### src/design/hmbd_pkg.sv
`timescale 1ns / 1ps
// shared types, constants and address decode for the memory bus decoder
// no dependencies; used by every module in this folder
package hmbd_pkg;

    localparam int STORE_AW    = 15;
    localparam int STORE_DEPTH = 2 * 8192 + 512;

    localparam logic [15:0] ADDR_JOYP = 16'hFF00;
    localparam logic [15:0] ADDR_SC   = 16'hFF02;
    localparam logic [15:0] ADDR_DIV  = 16'hFF04;
    localparam logic [15:0] ADDR_TAC  = 16'hFF07;
    localparam logic [15:0] ADDR_IF   = 16'hFF0F;
    localparam logic [15:0] ADDR_NR14 = 16'hFF14;
    localparam logic [15:0] ADDR_NR24 = 16'hFF19;
    localparam logic [15:0] ADDR_NR34 = 16'hFF1E;
    localparam logic [15:0] ADDR_NR44 = 16'hFF23;
    localparam logic [15:0] ADDR_LCDC = 16'hFF40;
    localparam logic [15:0] ADDR_DMA  = 16'hFF46;
    localparam logic [15:0] ADDR_BOOT = 16'hFF50;
    localparam logic [15:0] ADDR_IE   = 16'hFFFF;

    localparam logic [2:0] CART_NONE      = 3'd0;
    localparam logic [2:0] CART_ROM_READ  = 3'd1;
    localparam logic [2:0] CART_ROM_WRITE = 3'd2;
    localparam logic [2:0] CART_RAM_READ  = 3'd3;
    localparam logic [2:0] CART_RAM_WRITE = 3'd4;

    localparam logic [2:0] SND_NONE = 3'd0;
    localparam logic [2:0] SND_CH1  = 3'd1;
    localparam logic [2:0] SND_CH2  = 3'd2;
    localparam logic [2:0] SND_CH3  = 3'd3;
    localparam logic [2:0] SND_CH4  = 3'd4;

    typedef enum logic [2:0] {
        RG_ROM,
        RG_VRAM,
        RG_XRAM,
        RG_WRAM,
        RG_ECHO,
        RG_OAM,
        RG_HIGH
    } region_t;

    typedef struct packed {
        logic        func;
        logic [15:0] address;
        logic [7:0]  write_data;
        logic [7:0]  cart_read_data;
        logic        vram_busy;
        logic        oam_busy;
        logic [3:0]  pad_directions;
        logic [3:0]  pad_actions;
    } req_t;

    typedef struct packed {
        logic [7:0] read_data;
        logic [2:0] cart_target;
        logic       divider_reset;
        logic [2:0] sound_channel;
        logic       sound_trigger;
        logic       sound_length_on;
        logic       lcd_off_reset;
        logic       dma_start;
        logic [7:0] dma_page;
    } result_t;

    typedef struct packed {
        logic                we;
        logic [STORE_AW-1:0] index;
        logic [7:0]          data;
    } wb_t;

    function automatic region_t region_of(input logic [15:0] a);
        region_t r;
        r = RG_ROM;
        if (a[15])
        begin
            case (a[14:13])
                2'b00: r = RG_VRAM;
                2'b01: r = RG_XRAM;
                2'b10: r = RG_WRAM;
                default:
                begin
                    if (a[12:9] != 4'hF)
                        r = RG_ECHO;
                    else if (a[8])
                        r = RG_HIGH;
                    else
                        r = RG_OAM;
                end
            endcase
        end
        return r;
    endfunction

    // compacted store index: video ram, work ram (echo folds onto it), then fe00..ffff
    function automatic logic [STORE_AW-1:0] store_index(input logic [15:0] a);
        logic [STORE_AW-1:0] idx;
        case (region_of(a))
            RG_VRAM:         idx = {2'b00, a[12:0]};
            RG_WRAM, RG_ECHO: idx = {2'b01, a[12:0]};
            RG_OAM, RG_HIGH:  idx = {2'b10, 4'b0000, a[8:0]};
            default:         idx = '0;
        endcase
        return idx;
    endfunction

endpackage

### src/design/hmbd_update.sv
`timescale 1ns / 1ps
// memory map decode: result of one access and the store write-back
// depends on hmbd_pkg
module hmbd_update (
    input  hmbd_pkg::req_t    req,
    input  logic [7:0]        rd_data,
    input  logic              boot_done,
    output hmbd_pkg::result_t res,
    output hmbd_pkg::wb_t     wb
);

    hmbd_pkg::region_t region;
    logic [7:0]        v;
    logic [3:0]        nib;

    always_comb
    begin
        region   = hmbd_pkg::region_of(req.address);
        v        = req.write_data;
        nib      = 4'hF;
        res      = '0;
        wb.we    = 1'b0;
        wb.index = hmbd_pkg::store_index(req.address);
        wb.data  = v;
        if (!req.func)
        begin
            case (region)
                hmbd_pkg::RG_ROM:
                begin
                    // boot overlay area is never written, so it reads as zero
                    if (!(boot_done == 1'b0 && req.address[15:8] == 8'h00))
                    begin
                        res.read_data   = req.cart_read_data;
                        res.cart_target = hmbd_pkg::CART_ROM_READ;
                    end
                end
                hmbd_pkg::RG_VRAM:
                    res.read_data = req.vram_busy ? 8'hFF : rd_data;
                hmbd_pkg::RG_XRAM:
                begin
                    res.read_data   = req.cart_read_data;
                    res.cart_target = hmbd_pkg::CART_RAM_READ;
                end
                hmbd_pkg::RG_OAM:
                    res.read_data = req.oam_busy ? 8'hFF : rd_data;
                hmbd_pkg::RG_HIGH:
                begin
                    if (req.address == hmbd_pkg::ADDR_JOYP && rd_data[5:4] == 2'b11)
                        res.read_data = rd_data | 8'h0F;
                    else
                        res.read_data = rd_data;
                end
                default:
                    res.read_data = rd_data;
            endcase
        end
        else
        begin
            case (region)
                hmbd_pkg::RG_ROM:
                    res.cart_target = hmbd_pkg::CART_ROM_WRITE;
                hmbd_pkg::RG_VRAM:
                    wb.we = !req.vram_busy;
                hmbd_pkg::RG_XRAM:
                    res.cart_target = hmbd_pkg::CART_RAM_WRITE;
                hmbd_pkg::RG_OAM:
                    wb.we = !req.oam_busy;
                hmbd_pkg::RG_HIGH:
                begin
                    wb.we = 1'b1;
                    case (req.address)
                        hmbd_pkg::ADDR_JOYP:
                        begin
                            if (!v[4])
                                nib = req.pad_directions;
                            else if (!v[5])
                                nib = req.pad_actions;
                            wb.data = {rd_data[7:6], v[5:4], nib};
                        end
                        hmbd_pkg::ADDR_SC:
                            wb.data = 8'h7C | (v & 8'h81);
                        hmbd_pkg::ADDR_DIV:
                        begin
                            wb.data           = 8'h00;
                            res.divider_reset = 1'b1;
                        end
                        hmbd_pkg::ADDR_TAC:
                            wb.data = 8'hF8 | (v & 8'h07);
                        hmbd_pkg::ADDR_IF, hmbd_pkg::ADDR_IE:
                            wb.data = {rd_data[7:5], v[4:0]};
                        hmbd_pkg::ADDR_NR14, hmbd_pkg::ADDR_NR24,
                        hmbd_pkg::ADDR_NR34, hmbd_pkg::ADDR_NR44:
                        begin
                            wb.data             = v & 8'hC7;
                            res.sound_trigger   = v[7];
                            res.sound_length_on = v[6];
                            case (req.address)
                                hmbd_pkg::ADDR_NR14: res.sound_channel = hmbd_pkg::SND_CH1;
                                hmbd_pkg::ADDR_NR24: res.sound_channel = hmbd_pkg::SND_CH2;
                                hmbd_pkg::ADDR_NR34: res.sound_channel = hmbd_pkg::SND_CH3;
                                default:             res.sound_channel = hmbd_pkg::SND_CH4;
                            endcase
                        end
                        hmbd_pkg::ADDR_LCDC:
                            res.lcd_off_reset = !v[7];
                        hmbd_pkg::ADDR_DMA:
                        begin
                            wb.we         = 1'b0;
                            res.dma_start = 1'b1;
                            res.dma_page  = v;
                        end
                        hmbd_pkg::ADDR_BOOT:
                            wb.we = !rd_data[0];
                        default:
                            wb.data = v;
                    endcase
                end
                default:
                    wb.we = 1'b1;
            endcase
        end
    end

endmodule

### config.mk
export PLATFORM = sky130hd
export DESIGN_NAME = hmbd_update
export DESIGN_NICKNAME = d
export VERILOG_FILES = /design/src/design/hmbd_pkg.sv /design/src/design/hmbd_update.sv
export SDC_FILE = /design/constraint.sdc
export NUM_CORES = 1
export LEC_CHECK = 0
export ABC_AREA = 1
export BUFFER_PORTS_ARGS = -buffer_cell sky130_fd_sc_hd__buf_2
export CORE_UTILIZATION = 50
export DETAILED_ROUTE_END_ITERATION = 8
export PLACE_DENSITY = 0.95
export SYNTH_ARGS = -nofsm -noshare
export SYNTH_HDL_FRONTEND = slang
export SYNTH_SLANG_ARGS = --single-unit
### constraint.sdc
create_clock -name vclk -period 4.6
set_input_delay 0.92 -clock vclk [all_inputs]
set_output_delay 0.92 -clock vclk [all_outputs]
set_load 0.02 [all_outputs]
Word-level counts from Yosys, hierarchy flattened
Cells that the tools add are included.
{"block": "classes", "div": 0, "multipliers": 0, "shifts": 0, "bitwise": 1, "n_addsub": 0, "mux": 29, "n_lt_le_gt_ge": 0, "eq_ne": 23, "reduce_logical": 14}
{"operator": "$eq 16x16->1 const B", "count": 13}
{"operator": "$pmux 8 s6", "count": 1}
{"operator": "$pmux 15 s3", "count": 1}
{"operator": "$mux 8", "count": 5}
{"operator": "$pmux 8 s5", "count": 1}
{"operator": "$mux 16", "count": 2}
{"operator": "$pmux 3 s3", "count": 2}
{"operator": "$mux 4", "count": 3}
{"operator": "$pmux 3 s2", "count": 2}
{"operator": "$mux 11", "count": 1}
{"operator": "$eq 3x3->1 const B", "count": 3}
{"operator": "$mux 9", "count": 1}
{"operator": "$logic_not 8->1", "count": 1}
{"operator": "$reduce_or 2->1", "count": 4}
{"operator": "$eq 3x2->1 const B", "count": 2}
{"operator": "$mux 3", "count": 2}
{"operator": "$mux 5", "count": 1}
{"operator": "$eq 2x2->1 const B", "count": 2}
{"operator": "$logic_not 1->1", "count": 4}
{"operator": "$mux 2", "count": 2}
{"operator": "$ne 4x4->1 const B", "count": 1}
{"operator": "$pmux 1 s4", "count": 1}
{"operator": "$reduce_or 4->1", "count": 1}
{"operator": "$eq 3x1->1 const B", "count": 1}
{"operator": "7 further kinds", "count": 10}
{"block": "totals", "regBits": 0, "input_bits": 52, "mem_bits_rw": 0, "latchBits": 0, "romBits": 0, "output_inout_bits": 51, "memories": 0}

Logic depth before layout (Yosys ltp)
{"block": "logic_depth", "ltp_word": 8, "ltp_mapped": 17}

Worst setup path after synthesis
No wires, ideal clock.
{"block": "synth_path", "path_kind": "input port to output port", "start": "input port req[39] (netlist bit)", "end": "output port res[19] (netlist bit)", "cell_stages": 16, "setup_slack_ns": 1.068, "required_time_ns": 3.680, "path_buffers": 0, "arrival_ns": 2.612, "cell_sequence": "ha_1 > nand2_2 > inv_2 > nor2_1 > nor2_2 > inv_1 > ha_1 > inv_1 > nor2_1 > nor2_1 > inv_1 > nand2_1 > nand2_1 > nand3_1 > nand2_1 > inv_1"}
{"item": "start: declaration", "line": "hmbd_update.sv:5", "rtl": "input hmbd_pkg::req_t req,"}
{"item": "end: declaration", "line": "hmbd_update.sv:8", "rtl": "output hmbd_pkg::result_t res,"}

==> impl_metrics.toml <==
[final_layout]
instances_no_fill = 530
multiInputGateArea_sq_um = 1390
register_area_sq_um = 0
area_growth_pct = 31.4
seq_cells = 0
fillers = 330
drive_gt1_frac = 0.283
diodes = 0
stdcell_area_sq_um = 2300
nets = 542
clock_buffers = 0

[floorplan]
die_h_microns = 61.2
initial_core_util = 0.525
io_pins = 103
core-area_sq_um = 3340
die-area_sq_um = 3740
num_rows = 21
die_x_microns = 61.2

[drt]
drt_iter0_drc = 160
wl_per_cell_microns = 10.0
dr.pass1.iters = 4
ant_nets = 0
via_per_inst = 4.86
wirelength_microns = 5320
drc = 0
vias = 2574

[synthesis]
syn_avg_cell_area_sq_um = 4.56
synth_cell_types = 28
yosys_warnings = 0
ys_seq_area_frac = 0
netlist_area_sq_um = 1750
netlist_instances = 384
synth_fp_nets = 440

[placement]
post-dp-hpwl_microns = 4610
placed_cell_area_sq_um = 2300
dp.cells = 530
io_buffers = 103
place_congestion = 0.924

[global_route]
grt_pass1_wl_microns = 8360
grt.overflow.total = 0
grt_antenna_before_repair = 0
gr-usage-all-layers = 0.280
grt_max_degree = 17
grt_pass1_vias = 2080

[min_path]
min_path_type = "in -> out"

[cts]
cts_setup_buffers = 0
holdBufCountCts = 0
cts_resized = 0

[power]
ir_worst_vdd_v = 0.0000505
p_leak_nw = 1.64
power.density_nw_per_um2 = 91.5

[sta]
drv_slew = 0
min_period_ns = 4.00
maxSlewHeadroom = 0.744
finalHoldViolCount = 0
clock.fmax_mhz = 250
hold_ws_ns = 2.14
max_slew.worst_pin.slew_ns = 0.384
fin_setup_tns_ns = 0
rsz0062_at_grt = "false"
period_share = 0.869
setup_viol = 0

[outcome]
status = "finished clean"

[run]
drv_cap = 0

[worst_setup_path]
crit_fanout = 9
required_ns = 3.68
crit_arrival_ns = 3.08
cp-end-kind = "output pin"
crit_type = "in -> out"
critPathLaunchType = "input port"
metal layers:
layer,vias up,wire length (microns),GRT usage
li1,1370,-,-
met1,1106,2470,0.367
met2,92,2550,0.514
met3,6,235,0.00630
met4,0,62,0.0552
met5,-,0,0
metrics by stage:
stage	setup slack [ns]	power, mW	util
3_5_place_dp	0.616	0.209	0.690
3_3_place_gp	0.779	0.204	0.690
6_report	0.602	0.211	0.690
2_1_floorplan	1.07	0.134	-
4_1_cts	0.614	0.210	0.690
5_1_grt	0.332	0.236	0.690
power breakdown:
part           total, mW  internal, mW  switching [mW]
registers              0             0               0
logic              0.211        0.0716           0.139
clock network          0             0               0
total              0.211        0.0716           0.139
area by class of cell:
type,count,area share
well taps,46,0.0250
multi-input cells,293,0.605
inverters,88,0.146
repair buffers,103,0.224
critical path, stage by stage:
cell	delay (ns)
buf_2	0.12
ha_1	0.25
nand2_2	0.12
inv_2	0.13
nor2_1	0.07
nor2_2	0.19
inv_1	0.09
ha_1	0.20
inv_1	0.08
nor2_1	0.08
nor2_1	0.14
inv_1	0.13
nand2_1	0.14
nand2_1	0.07
nand3_1	0.08
nand2_1	0.05
inv_1	0.04
buf_2	0.15
worst paths after layout:
check    start      end  slack, ns  cells past startpoint
max    req[40]  res[19]       0.60                     18
min    req[42]  res[16]       2.14                      3
logic make-up (layout without fill, tap and decap cells):
logic type / count (synthesis) / after routing / synth area share
compound gates: 28 / 28 / 0.0900
simple gates: 261 / 261 / 0.677
fa+ha+maj: 4 / 4 / 0.0286
buf+inv: 91 / 191 / 0.204
synthesized netlist by cell type:
master / n / area share
nor2_4: 2 / 0.013
clkbuf_1: 1 / 0.0021
nor3_2: 1 / 0.0057
nand4_1: 12 / 0.043
nor3_1: 3 / 0.0086
nand3_1: 27 / 0.077
nor2_1: 70 / 0.15
inv_4: 2 / 0.0071
inv_2: 5 / 0.011
nand3b_1: 1 / 0.0043
o22ai_1: 2 / 0.0071
nor2_2: 8 / 0.029
o22a_1: 2 / 0.010
nand2_2: 6 / 0.021
o21ai_0: 15 / 0.043
nand3_2: 3 / 0.017
nor2_8: 1 / 0.011
inv_1: 81 / 0.17
a21oi_1: 7 / 0.020
ha_1: 4 / 0.029
nand4_2: 1 / 0.0071
nand3_4: 2 / 0.020
a21oi_2: 1 / 0.0050
o21ai_2: 1 / 0.0050
buf_6: 1 / 0.0064
nand2_4: 1 / 0.0064
nand2_1: 123 / 0.26
buf_4: 1 / 0.0043
cell usage in the layout, fill, tap and decap left out, types with 3 or more instances in the layout:
cell	netlist	routed
o21ai_0	15	15
nand2_1	123	123
nand4_1	12	12
nand2_2	6	6
ha_1	4	4
nor2_1	70	70
a21oi_1	7	7
inv_1	81	81
nand3_1	27	27
nand3_2	3	3
inv_2	5	5
buf_2	0	103
nor2_2	8	8
nor3_1	3	3
Note: power is estimated with default switching activity, not from simulation.
